[config.mk]
export PLATFORM = sky130hd
export DESIGN_NAME = three_way_quicksort_engine
export DESIGN_NICKNAME = d
export VERILOG_FILES = /design/src/sv/qsort3_pkg.sv /design/src/sv/three_way_quicksort_engine.sv
export SDC_FILE = /design/constraint.sdc
export NUM_CORES = 2
export LEC_CHECK = 0
export BUFFER_PORTS_ARGS = -buffer_cell sky130_fd_sc_hd__clkbuf_2
export CORE_UTILIZATION = 59
export CTS_BUF_LIST = sky130_fd_sc_hd__clkbuf_4 sky130_fd_sc_hd__clkbuf_8
export CTS_CLUSTER_DIAMETER = 150
export DETAILED_ROUTE_END_ITERATION = 8
export HOLD_SLACK_MARGIN = 0.06
export PLACE_DENSITY = 0.8
export REMOVE_ABC_BUFFERS = 1
export SYNTH_ARGS = -nofsm -noshare
export SYNTH_HDL_FRONTEND = slang
export SYNTH_SLANG_ARGS = --single-unit
[constraint.sdc]
create_clock -name i_clk -period 6.4 [get_ports i_clk]
set_input_delay 1.28 -clock i_clk [delete_from_list [all_inputs] [get_ports i_clk]]
set_output_delay 1.28 -clock i_clk [all_outputs]
set_load 0.03 [all_outputs]
[src/sv/qsort3_pkg.sv]
// ============================================================================
// qsort3_pkg: shared types and constants for the three-way quicksort engine
// Request structs for both channels, the sequencer state type and defaults.
// ============================================================================
package qsort3_pkg;

    // Default configuration handed to the top level parameters.
    localparam int MAX_ITEMS_DEF  = 64;
    localparam int VALUE_BITS_DEF = 32;

    // Fixed width of the value fields on both channels.
    localparam int FIELD_BITS = 32;

    // One input request: an element and the end-of-set mark.
    typedef struct packed {
        logic signed [FIELD_BITS-1:0] value;
        logic                         last;
    } t_in_req;

    // One output request: a sorted element with its run flags.
    typedef struct packed {
        logic signed [FIELD_BITS-1:0] sorted_value;
        logic                         last_out;
        logic                         overflow;
    } t_out_req;

    // Sequencer states.
    typedef enum logic [3:0] {
        ST_LOAD,
        ST_SORT_START,
        ST_POP,
        ST_POP_WAIT,
        ST_PIV_RD,
        ST_PIV_WAIT,
        ST_SCAN_RD,
        ST_SCAN_CMP,
        ST_SWAP_A,
        ST_SWAP_B,
        ST_PUSH_A,
        ST_PUSH_B,
        ST_OUT_RD,
        ST_OUT_WAIT,
        ST_OUT_HOLD
    } t_qs_state;

endpackage

[src/sv/three_way_quicksort_engine.sv]
// ============================================================================
// three_way_quicksort_engine: sorting engine with three-way partitioning
// Collects a set of signed values, sorts it in place with an iterative
// quicksort driven by a range stack, and streams the sorted set out.
// ============================================================================
// Usage:
// The input channel (i_in_valid / o_in_ready / i_in_req) takes one value per
// cycle while the engine is loading. A request with last set closes the set;
// o_in_ready then stays low until every sorted value has been delivered.
// The output channel (o_out_valid / i_out_ready / o_out_req) gives one value
// per request in ascending order; last_out marks the final one and overflow
// is set on all of them if requests were dropped because the store was full.
// Sorting runs on the element store's single read and write ports under a
// small sequencer: each scanned element is read and compared with the pivot,
// and written to its new place in the swap states when it is moved; each
// popped range reads the stack, reads its pivot and pushes its subranges, and
// the sort also passes a start state and a final pop. Less and greater elements
// are always swapped, so n distinct random values take about 2 * n * ln(n)
// scans. Each output value is read, registered and then held until the receiver
// takes it, so the next value is not fetched before the current one is accepted;
// a stalled receiver simply holds the engine in place with the current value
// registered. Reset empties the store, the range stack and the overflow flag and returns the engine to loading.
// ============================================================================
module three_way_quicksort_engine #(
    parameter int MAX_ITEMS  = qsort3_pkg::MAX_ITEMS_DEF,
    parameter int VALUE_BITS = qsort3_pkg::VALUE_BITS_DEF
) (
    input  logic                 i_clk,
    input  logic                 i_rst_n,
    input  logic                 i_in_valid,
    output logic                 o_in_ready,
    input  qsort3_pkg::t_in_req  i_in_req,
    output logic                 o_out_valid,
    input  logic                 i_out_ready,
    output qsort3_pkg::t_out_req o_out_req
);

    localparam int AW  = $clog2(MAX_ITEMS);
    localparam int CW  = $clog2(MAX_ITEMS + 1);
    localparam int EW  = CW + 1;
    localparam int SD  = MAX_ITEMS + 2;
    localparam int SAW = $clog2(SD);
    localparam int SPW = $clog2(SD + 1);
    localparam int FB  = qsort3_pkg::FIELD_BITS;
    localparam logic [VALUE_BITS-1:0] KEY_SIGN = {1'b1, {(VALUE_BITS-1){1'b0}}};

    // Control state.
    qsort3_pkg::t_qs_state r_state, n_state;
    logic [CW-1:0]  r_count, n_count;
    logic           r_ovf, n_ovf;
    logic [SPW-1:0] r_sp, n_sp;

    // Datapath registers.
    logic [AW-1:0]         r_lo, n_lo;
    logic [AW-1:0]         r_hi, n_hi;
    logic [CW-1:0]         r_idx, n_idx;
    logic [CW-1:0]         r_lt, n_lt;
    logic [CW-1:0]         r_gtp1, n_gtp1;
    logic [VALUE_BITS-1:0] r_pivot, n_pivot;
    logic [VALUE_BITS-1:0] r_val, n_val;
    logic [AW-1:0]         r_swap_addr, n_swap_addr;
    logic                  r_less, n_less;
    logic [AW-1:0]         r_k, n_k;
    qsort3_pkg::t_out_req  r_out, n_out;

    // Memories and their ports.
    logic [VALUE_BITS-1:0] r_elem_mem [MAX_ITEMS];
    logic [VALUE_BITS-1:0] r_rd;
    logic                  el_we;
    logic [AW-1:0]         el_wa;
    logic [AW-1:0]         el_ra;
    logic [VALUE_BITS-1:0] el_wd;

    logic [2*AW-1:0] r_stk_mem [SD];
    logic [2*AW-1:0] r_stk_rd;
    logic            stk_we;
    logic [SAW-1:0]  stk_wa;
    logic [SAW-1:0]  stk_ra;
    logic [2*AW-1:0] stk_wd;

    // Helper signals.
    logic                  in_acc;
    logic                  out_acc;
    logic [VALUE_BITS-1:0] w_in_key;
    logic [VALUE_BITS-1:0] w_rd_raw;
    logic [FB-1:0]         w_rd_field;
    logic                  w_less;
    logic                  w_greater;
    logic                  w_scan_more;
    logic                  w_left_ok;
    logic                  w_right_ok;
    logic                  w_left_big;
    logic                  w_push_left;
    logic                  w_push_en;
    logic                  w_stk_room;
    logic [AW-1:0]         w_gt_addr;
    logic [AW-1:0]         w_piv_addr;
    logic                  w_out_last;

    assign in_acc  = i_in_valid && o_in_ready;
    assign out_acc = o_out_valid && i_out_ready;

    // Input value to sort key: keep the low VALUE_BITS (zero-extended when wider), flip the sign bit.
    if (VALUE_BITS <= FB) begin : g_in_narrow
        assign w_in_key = i_in_req.value[VALUE_BITS-1:0] ^ KEY_SIGN;
    end else begin : g_in_wide
        assign w_in_key = {{(VALUE_BITS-FB){1'b0}}, i_in_req.value} ^ KEY_SIGN;
    end

    // Stored key back to the output field width.
    assign w_rd_raw = r_rd ^ KEY_SIGN;
    if (VALUE_BITS >= FB) begin : g_out_wide
        assign w_rd_field = w_rd_raw[FB-1:0];
    end else begin : g_out_narrow
        assign w_rd_field = {{(FB-VALUE_BITS){1'b0}}, w_rd_raw};
    end

    // Partition compare and range bookkeeping.
    assign w_less      = r_rd < r_pivot;
    assign w_greater   = r_rd > r_pivot;
    assign w_scan_more = r_idx < r_gtp1;
    assign w_gt_addr   = AW'(r_gtp1 - CW'(1));
    assign w_piv_addr  = r_lo + ((r_hi - r_lo) >> 1);
    assign w_left_ok   = EW'(r_lt) > (EW'(r_lo) + EW'(1));
    assign w_right_ok  = EW'(r_gtp1) < EW'(r_hi);
    assign w_left_big  = (EW'(r_lt) + EW'(r_gtp1)) > (EW'(r_lo) + EW'(r_hi) + EW'(1));
    assign w_stk_room  = r_sp < SPW'(SD);
    assign w_push_left = (r_state == qsort3_pkg::ST_PUSH_A) ? w_left_big : !w_left_big;
    assign w_push_en   = ((r_state == qsort3_pkg::ST_PUSH_A) ||
                          (r_state == qsort3_pkg::ST_PUSH_B)) &&
                         (w_push_left ? w_left_ok : w_right_ok) && w_stk_room;
    assign w_out_last  = (CW'(r_k) + CW'(1)) == r_count;

    // Next state.
    always_comb begin
        n_state = r_state;
        unique case (r_state)
            qsort3_pkg::ST_LOAD: begin
                if (in_acc && i_in_req.last) begin
                    n_state = qsort3_pkg::ST_SORT_START;
                end
            end
            qsort3_pkg::ST_SORT_START: n_state = qsort3_pkg::ST_POP;
            qsort3_pkg::ST_POP: begin
                if (r_sp == '0) begin
                    n_state = qsort3_pkg::ST_OUT_RD;
                end else begin
                    n_state = qsort3_pkg::ST_POP_WAIT;
                end
            end
            qsort3_pkg::ST_POP_WAIT:  n_state = qsort3_pkg::ST_PIV_RD;
            qsort3_pkg::ST_PIV_RD:    n_state = qsort3_pkg::ST_PIV_WAIT;
            qsort3_pkg::ST_PIV_WAIT:  n_state = qsort3_pkg::ST_SCAN_RD;
            qsort3_pkg::ST_SCAN_RD: begin
                if (w_scan_more) begin
                    n_state = qsort3_pkg::ST_SCAN_CMP;
                end else begin
                    n_state = qsort3_pkg::ST_PUSH_A;
                end
            end
            qsort3_pkg::ST_SCAN_CMP: begin
                if (w_less || w_greater) begin
                    n_state = qsort3_pkg::ST_SWAP_A;
                end else begin
                    n_state = qsort3_pkg::ST_SCAN_RD;
                end
            end
            qsort3_pkg::ST_SWAP_A:   n_state = qsort3_pkg::ST_SWAP_B;
            qsort3_pkg::ST_SWAP_B:   n_state = qsort3_pkg::ST_SCAN_RD;
            qsort3_pkg::ST_PUSH_A:   n_state = qsort3_pkg::ST_PUSH_B;
            qsort3_pkg::ST_PUSH_B:   n_state = qsort3_pkg::ST_POP;
            qsort3_pkg::ST_OUT_RD:   n_state = qsort3_pkg::ST_OUT_WAIT;
            qsort3_pkg::ST_OUT_WAIT: n_state = qsort3_pkg::ST_OUT_HOLD;
            qsort3_pkg::ST_OUT_HOLD: begin
                if (out_acc) begin
                    if (r_out.last_out) begin
                        n_state = qsort3_pkg::ST_LOAD;
                    end else begin
                        n_state = qsort3_pkg::ST_OUT_RD;
                    end
                end
            end
            default: n_state = qsort3_pkg::ST_LOAD;
        endcase
    end

    // Handshakes and memory port control.
    always_comb begin
        o_in_ready  = (r_state == qsort3_pkg::ST_LOAD);
        o_out_valid = (r_state == qsort3_pkg::ST_OUT_HOLD);
        el_we  = 1'b0;
        el_wa  = r_idx[AW-1:0];
        el_wd  = r_rd;
        el_ra  = r_idx[AW-1:0];
        stk_we = 1'b0;
        stk_wa = r_sp[SAW-1:0];
        stk_wd = w_push_left ? {r_lo, AW'(r_lt - CW'(1))} : {r_gtp1[AW-1:0], r_hi};
        stk_ra = SAW'(r_sp - SPW'(1));
        unique case (r_state)
            qsort3_pkg::ST_LOAD: begin
                el_we = in_acc && (r_count < CW'(MAX_ITEMS));
                el_wa = r_count[AW-1:0];
                el_wd = w_in_key;
            end
            qsort3_pkg::ST_SORT_START: begin
                stk_we = r_count > CW'(1);
                stk_wa = '0;
                stk_wd = {{AW{1'b0}}, AW'(r_count - CW'(1))};
            end
            qsort3_pkg::ST_PIV_RD: el_ra = w_piv_addr;
            qsort3_pkg::ST_SCAN_CMP: begin
                el_ra = w_less ? r_lt[AW-1:0] : w_gt_addr;
            end
            qsort3_pkg::ST_SWAP_A: el_we = 1'b1;
            qsort3_pkg::ST_SWAP_B: begin
                el_we = 1'b1;
                el_wa = r_swap_addr;
                el_wd = r_val;
            end
            qsort3_pkg::ST_PUSH_A, qsort3_pkg::ST_PUSH_B: stk_we = w_push_en;
            qsort3_pkg::ST_OUT_RD: el_ra = r_k;
            default: ;
        endcase
    end

    // Next values of the counters and datapath registers.
    always_comb begin
        n_count     = r_count;
        n_ovf       = r_ovf;
        n_sp        = r_sp;
        n_lo        = r_lo;
        n_hi        = r_hi;
        n_idx       = r_idx;
        n_lt        = r_lt;
        n_gtp1      = r_gtp1;
        n_pivot     = r_pivot;
        n_val       = r_val;
        n_swap_addr = r_swap_addr;
        n_less      = r_less;
        n_k         = r_k;
        n_out       = r_out;
        case (r_state)
            qsort3_pkg::ST_LOAD: begin
                if (in_acc) begin
                    if (r_count < CW'(MAX_ITEMS)) begin
                        n_count = r_count + CW'(1);
                    end else begin
                        n_ovf = 1'b1;
                    end
                end
            end
            qsort3_pkg::ST_SORT_START: begin
                n_sp = (r_count > CW'(1)) ? SPW'(1) : '0;
            end
            qsort3_pkg::ST_POP: begin
                n_k = '0;
                if (r_sp != '0) begin
                    n_sp = r_sp - SPW'(1);
                end
            end
            qsort3_pkg::ST_POP_WAIT: begin
                n_lo = r_stk_rd[2*AW-1:AW];
                n_hi = r_stk_rd[AW-1:0];
            end
            qsort3_pkg::ST_PIV_RD: begin
                n_idx  = CW'(r_lo);
                n_lt   = CW'(r_lo);
                n_gtp1 = CW'(r_hi) + CW'(1);
            end
            qsort3_pkg::ST_PIV_WAIT: n_pivot = r_rd;
            qsort3_pkg::ST_SCAN_CMP: begin
                n_val       = r_rd;
                n_less      = w_less;
                n_swap_addr = w_less ? r_lt[AW-1:0] : w_gt_addr;
                if (!w_less && !w_greater) begin
                    n_idx = r_idx + CW'(1);
                end
            end
            qsort3_pkg::ST_SWAP_B: begin
                if (r_less) begin
                    n_lt  = r_lt + CW'(1);
                    n_idx = r_idx + CW'(1);
                end else begin
                    n_gtp1 = r_gtp1 - CW'(1);
                end
            end
            qsort3_pkg::ST_PUSH_A, qsort3_pkg::ST_PUSH_B: begin
                if (w_push_en) begin
                    n_sp = r_sp + SPW'(1);
                end
            end
            qsort3_pkg::ST_OUT_WAIT: begin
                n_out.sorted_value = w_rd_field;
                n_out.last_out     = w_out_last;
                n_out.overflow     = r_ovf;
            end
            qsort3_pkg::ST_OUT_HOLD: begin
                if (out_acc) begin
                    if (r_out.last_out) begin
                        n_count = '0;
                        n_sp    = '0;
                        n_ovf   = 1'b0;
                    end else begin
                        n_k = r_k + AW'(1);
                    end
                end
            end
            default: ;
        endcase
    end

    // Control registers.
    always_ff @(posedge i_clk) begin
        if (!i_rst_n) begin
            r_state <= qsort3_pkg::ST_LOAD;
            r_count <= '0;
            r_ovf   <= 1'b0;
            r_sp    <= '0;
        end else begin
            r_state <= n_state;
            r_count <= n_count;
            r_ovf   <= n_ovf;
            r_sp    <= n_sp;
        end
    end

    // Datapath registers.
    always_ff @(posedge i_clk) begin
        r_lo        <= n_lo;
        r_hi        <= n_hi;
        r_idx       <= n_idx;
        r_lt        <= n_lt;
        r_gtp1      <= n_gtp1;
        r_pivot     <= n_pivot;
        r_val       <= n_val;
        r_swap_addr <= n_swap_addr;
        r_less      <= n_less;
        r_k         <= n_k;
        r_out       <= n_out;
    end

    // Element store: one write port, one registered read port.
    always_ff @(posedge i_clk) begin
        if (el_we) begin
            r_elem_mem[el_wa] <= el_wd;
        end
        r_rd <= r_elem_mem[el_ra];
    end

    // Range stack: packed (low, high) pairs, registered read.
    always_ff @(posedge i_clk) begin
        if (stk_we) begin
            r_stk_mem[stk_wa] <= stk_wd;
        end
        r_stk_rd <= r_stk_mem[stk_ra];
    end

    assign o_out_req = r_out;

    // The engine never loads and delivers at the same time.
    a_channels_exclusive: assert property (@(posedge i_clk) disable iff (!i_rst_n)
        o_in_ready |-> !o_out_valid)
        else $error("input ready while a result is offered");

    // The store count never passes its capacity.
    a_count_bound: assert property (@(posedge i_clk) disable iff (!i_rst_n)
        r_count <= CW'(MAX_ITEMS))
        else $error("item count above capacity");

    // During a partition pass the less-than boundary trails the scan index.
    a_scan_order: assert property (@(posedge i_clk) disable iff (!i_rst_n)
        (r_state == qsort3_pkg::ST_SCAN_RD || r_state == qsort3_pkg::ST_SCAN_CMP)
        |-> (r_lt <= r_idx && r_idx <= r_gtp1))
        else $error("partition indexes out of order");

    // Delivering the final result reopens the input channel.
    a_reopen: assert property (@(posedge i_clk) disable iff (!i_rst_n)
        (out_acc && o_out_req.last_out) |=> (o_in_ready && r_count == '0))
        else $error("engine did not return to loading after the run");

endmodule
==> impl_results.md <==
- Core box area: just over 200000 um2
- Die Height: ~460 um
- Peak supply drop: 0.634 mV
- Initial core utilization: approximately three fifths
- Worst hold margin: about 0.4 ns
- Post_cts resized: 0
- Tcrit/Tclk final: between 90% and 100%
- Vias: ~79000
- Status: complete, no violations
- EDFF count, synth: between 2000 and 3000
- Cell mode on critical path: a2111oi_0
- Logic gate share of total power: a little under a third
- Fillers: around 13000
- Worst setup margin: roughly 0.59 ns
- Main synth FF type: edfxtp_1
- Slowest CP cell: a2111oi_0
- Rows: 166
- Worst-path fanout max: 39
- Register area share after synthesis: around three quarters
- DP Worst Slack: between 0.9 and 1 ns
- CTS H-Tree Depth: 5
- Worst slew pin tran: around 1.3 ns
- Pwr per Cell Area: 462 nW/um2
- # setup viols final: 0
- DRT Pass-1 Iters: 9
- Critical Path Source Type: flop
- Class of the worst hold path: reg -> reg
- Die Area: 209000 um2
- Max Slew Vio Count: 0
- Number of synthesis warnings: 0
- Clock latency at the later pin of the worst-skew pair: 1.15 ns
- Largest net degree at the start of global routing: 114
- CTS tree: built
- Ports: between 70 and 80
- Final worst path period need: slightly below 6 ns
- Post-CTS Setup Inserts: 0
- Placed Instances: about 11000
- Sequential power share: between 40% and 50%
- Routability Congestion: between 0.9 and 1
- CP Data Required Time: ~7.4 ns
- #FFs+latches synth: about 3000
- Multi-input logic area: just under 30000 um2
- Num CTS Buffers: 465
- Final Hold Fails: 0
- Net switching fraction of the power: 35.8%
- Arrival time at the worst endpoint: ~7 ns
- Slew headroom: 7.82%
- Critical path, cell by cell: ha_1, a21oi_1, o21ai_0, nand2_1, o211ai_1, o41a_2, buf_4, nand2_8, a2111oi_0, a31oi_1, and4_1, a2111oi_0, nor4b_1
- CP endpoint kind: flop
- Clock group share of total power: 24.8%
- Die width: ~460 um
- Internal power: 40600 uW
- DRT antenna net count: 0
- Number of clock sinks: roughly 3000
- RSZ-0062 raised after global routing: no
- Final std cells w/o fill: roughly 12000
- DR DRC count: 0
- Max Cap Viol: 0
- Pleak: 0.0465 uW
- Layout cells sized above 1: between 15 and 20%
- Crit Path Category: reg -> reg
- Register cell area after layout: slightly above 90000 um2
- CP top delay family: compound AO/OA/AOI/OAI gates
- Async set-or-reset flop fraction in the synthesized netlist: 0%
- Final wirelength: around 340 mm
- Overflow after GRT: 0
- DP HPWL: 198 mm
- First-pass GRT wire length: ~490 mm
- WP buf/inv: 1
- Port Buffers: just over 70
- Clk slew on worst S/H paths: approximately 0.070 ns
- Final core occ: between 60% and 70%
- Skew final: around 0.15 ns
- Tot Pwr: around 63000 uW
- DRT iter0 DRCs: between 10000 and 15000
- Antenna violations before repair: 16
- Psw: about 23000 uW
- Vias per inst: roughly 6.6
- Tot GR Track Use: between 30% and 40%
- Mapped cell area: approximately 120000 um2
- CTS Buffer Depth: 4
- Crit path largest cell delay: around 1.1 ns
- Mapped Cells: ~8400
- Fmax: between 150 and 200 MHz
- Nets: roughly 8900
- Layout area overhead: 12.1%
- Avg Cell Area, Syn: about 15 um2
- Netlist cell types: 75
- Vias in the first global route: 76700
- # hold bufs at CTS: 0
- CTS root buffer: clkbuf_8
- Routed len/inst: slightly below 30 um
[cells in the mapped netlist, types with 19 or more instances]
cell type | instances | area [um2]
buf_1 | 85 | 319
mux2i_1 | 152 | 1520
xor2_1 | 27 | 236
a21oi_1 | 669 | 3350
a22oi_1 | 195 | 1460
mux4_2 | 205 | 4620
a311oi_1 | 31 | 272
inv_1 | 89 | 334
nor2_1 | 213 | 800
a311o_1 | 30 | 300
and3_1 | 50 | 313
dfxtp_1 | 63 | 1260
a32oi_1 | 61 | 534
clkbuf_1 | 296 | 1110
buf_2 | 143 | 716
nand4_1 | 49 | 307
o21ai_0 | 53 | 265
nand3_1 | 561 | 2810
edfxtp_1 | 2984 | 89600
nand2_1 | 1783 | 6690
a21o_1 | 19 | 143
nor2b_1 | 56 | 350
xnor2_1 | 41 | 359
a31oi_1 | 158 | 988
nor3_1 | 34 | 170
a211oi_1 | 96 | 721
ha_1 | 93 | 1160
[power by group through the flow]
stage	Combinational, uW	Clock, uW	Sequential (uW)
2_1_floorplan	13300	0	28200
3_3_place_gp	18500	0	27900
3_5_place_dp	19200	0	27900
4_1_cts	19300	15700	27500
5_1_grt	20500	16600	27600
6_report	19900	15700	27600
[final timing paths]
path                            slack (ns)           startpoint           endpoint  depth (start not counted)
worst max-delay path                  0.59     r_rd[16]$_DFF_P_   r_rd[30]$_DFF_P_                         13
worst min register to register        0.40  r_stk_rd[3]$_DFF_P_  r_hi[3]$_DFFE_PP_                          0
worst max register to register        0.59     r_rd[16]$_DFF_P_   r_rd[30]$_DFF_P_                         13
worst min-delay path                  0.40  r_stk_rd[3]$_DFF_P_  r_hi[3]$_DFFE_PP_                          0
[per-stage QoR]
step	TNS, ns	instance area [um2]
global route	0	137000
finish	0	137000
CTS	0	137000
floorplan	-5880.49	120000
global placement	0	128000
detailed placement	0	128000
[placed cells by master (no fill, tap or decap), types with 40 or more instances in the layout]
master,Yosys,routed
a32oi_1,61,61
edfxtp_1,2984,2984
clkbuf_2,0,72
ha_1,93,92
nand2_1,1783,1752
xnor2_1,41,40
inv_1,89,88
a21oi_1,669,668
nor2b_1,56,54
and3_1,50,49
buf_12,0,49
clkinv_2,0,50
o21ai_0,53,49
a31oi_1,158,158
buf_4,7,332
clkbuf_4,0,164
nor2_4,0,74
a22oi_1,195,195
mux2i_1,152,151
nor2_1,213,139
clkinv_1,1,120
nand4_1,49,49
clkbuf_8,0,480
mux4_2,205,205
a211oi_1,96,96
dfxtp_1,63,62
nand3_1,561,560
[cell type report]
type / count / share of cell area (%)
Antenna cell: 5 / 0.00915
Clock inverter: 195 / 0.833
Inverter: 91 / 0.250
Sequential cell: 3047 / 66.4
Tap cell: 2688 / 2.46
Clock buffer: 644 / 5.73
Multi-Input combinational cell: 4711 / 21.5
Timing Repair Buffer: 453 / 2.80
[kinds of logic after synthesis]
kind of cell / after synthesis / synth area share, %
flops: 3047 / 74.5
xor+xnor: 68 / 0.488
compound gates: 1392 / 7.15
fa+ha+maj: 97 / 1.02
simple gates: 2789 / 9.62
buf+inv: 629 / 2.15
mux: 365 / 5.11
[flip-flops by register name, indices dropped and copies added, names as in the netlist, 12 cells and up]
signal and cells:
o_out_req 34, r_elem_mem 2048, r_pivot 32, r_rd 32
r_stk_mem 792, r_stk_rd 12, r_val 32
[per-layer routing]
layer / global-route usage [%] / routed length (um) / vias up
met5: 0 / 68 / -
met1: 41.2 / 114000 / 38200
met3: 7.60 / 45400 / 1305
met4: 21.4 / 25600 / 10
li1: - / - / 32600
met2: 49.7 / 157000 / 6446
No activity file was read; power rests on OpenSTA's default activity.
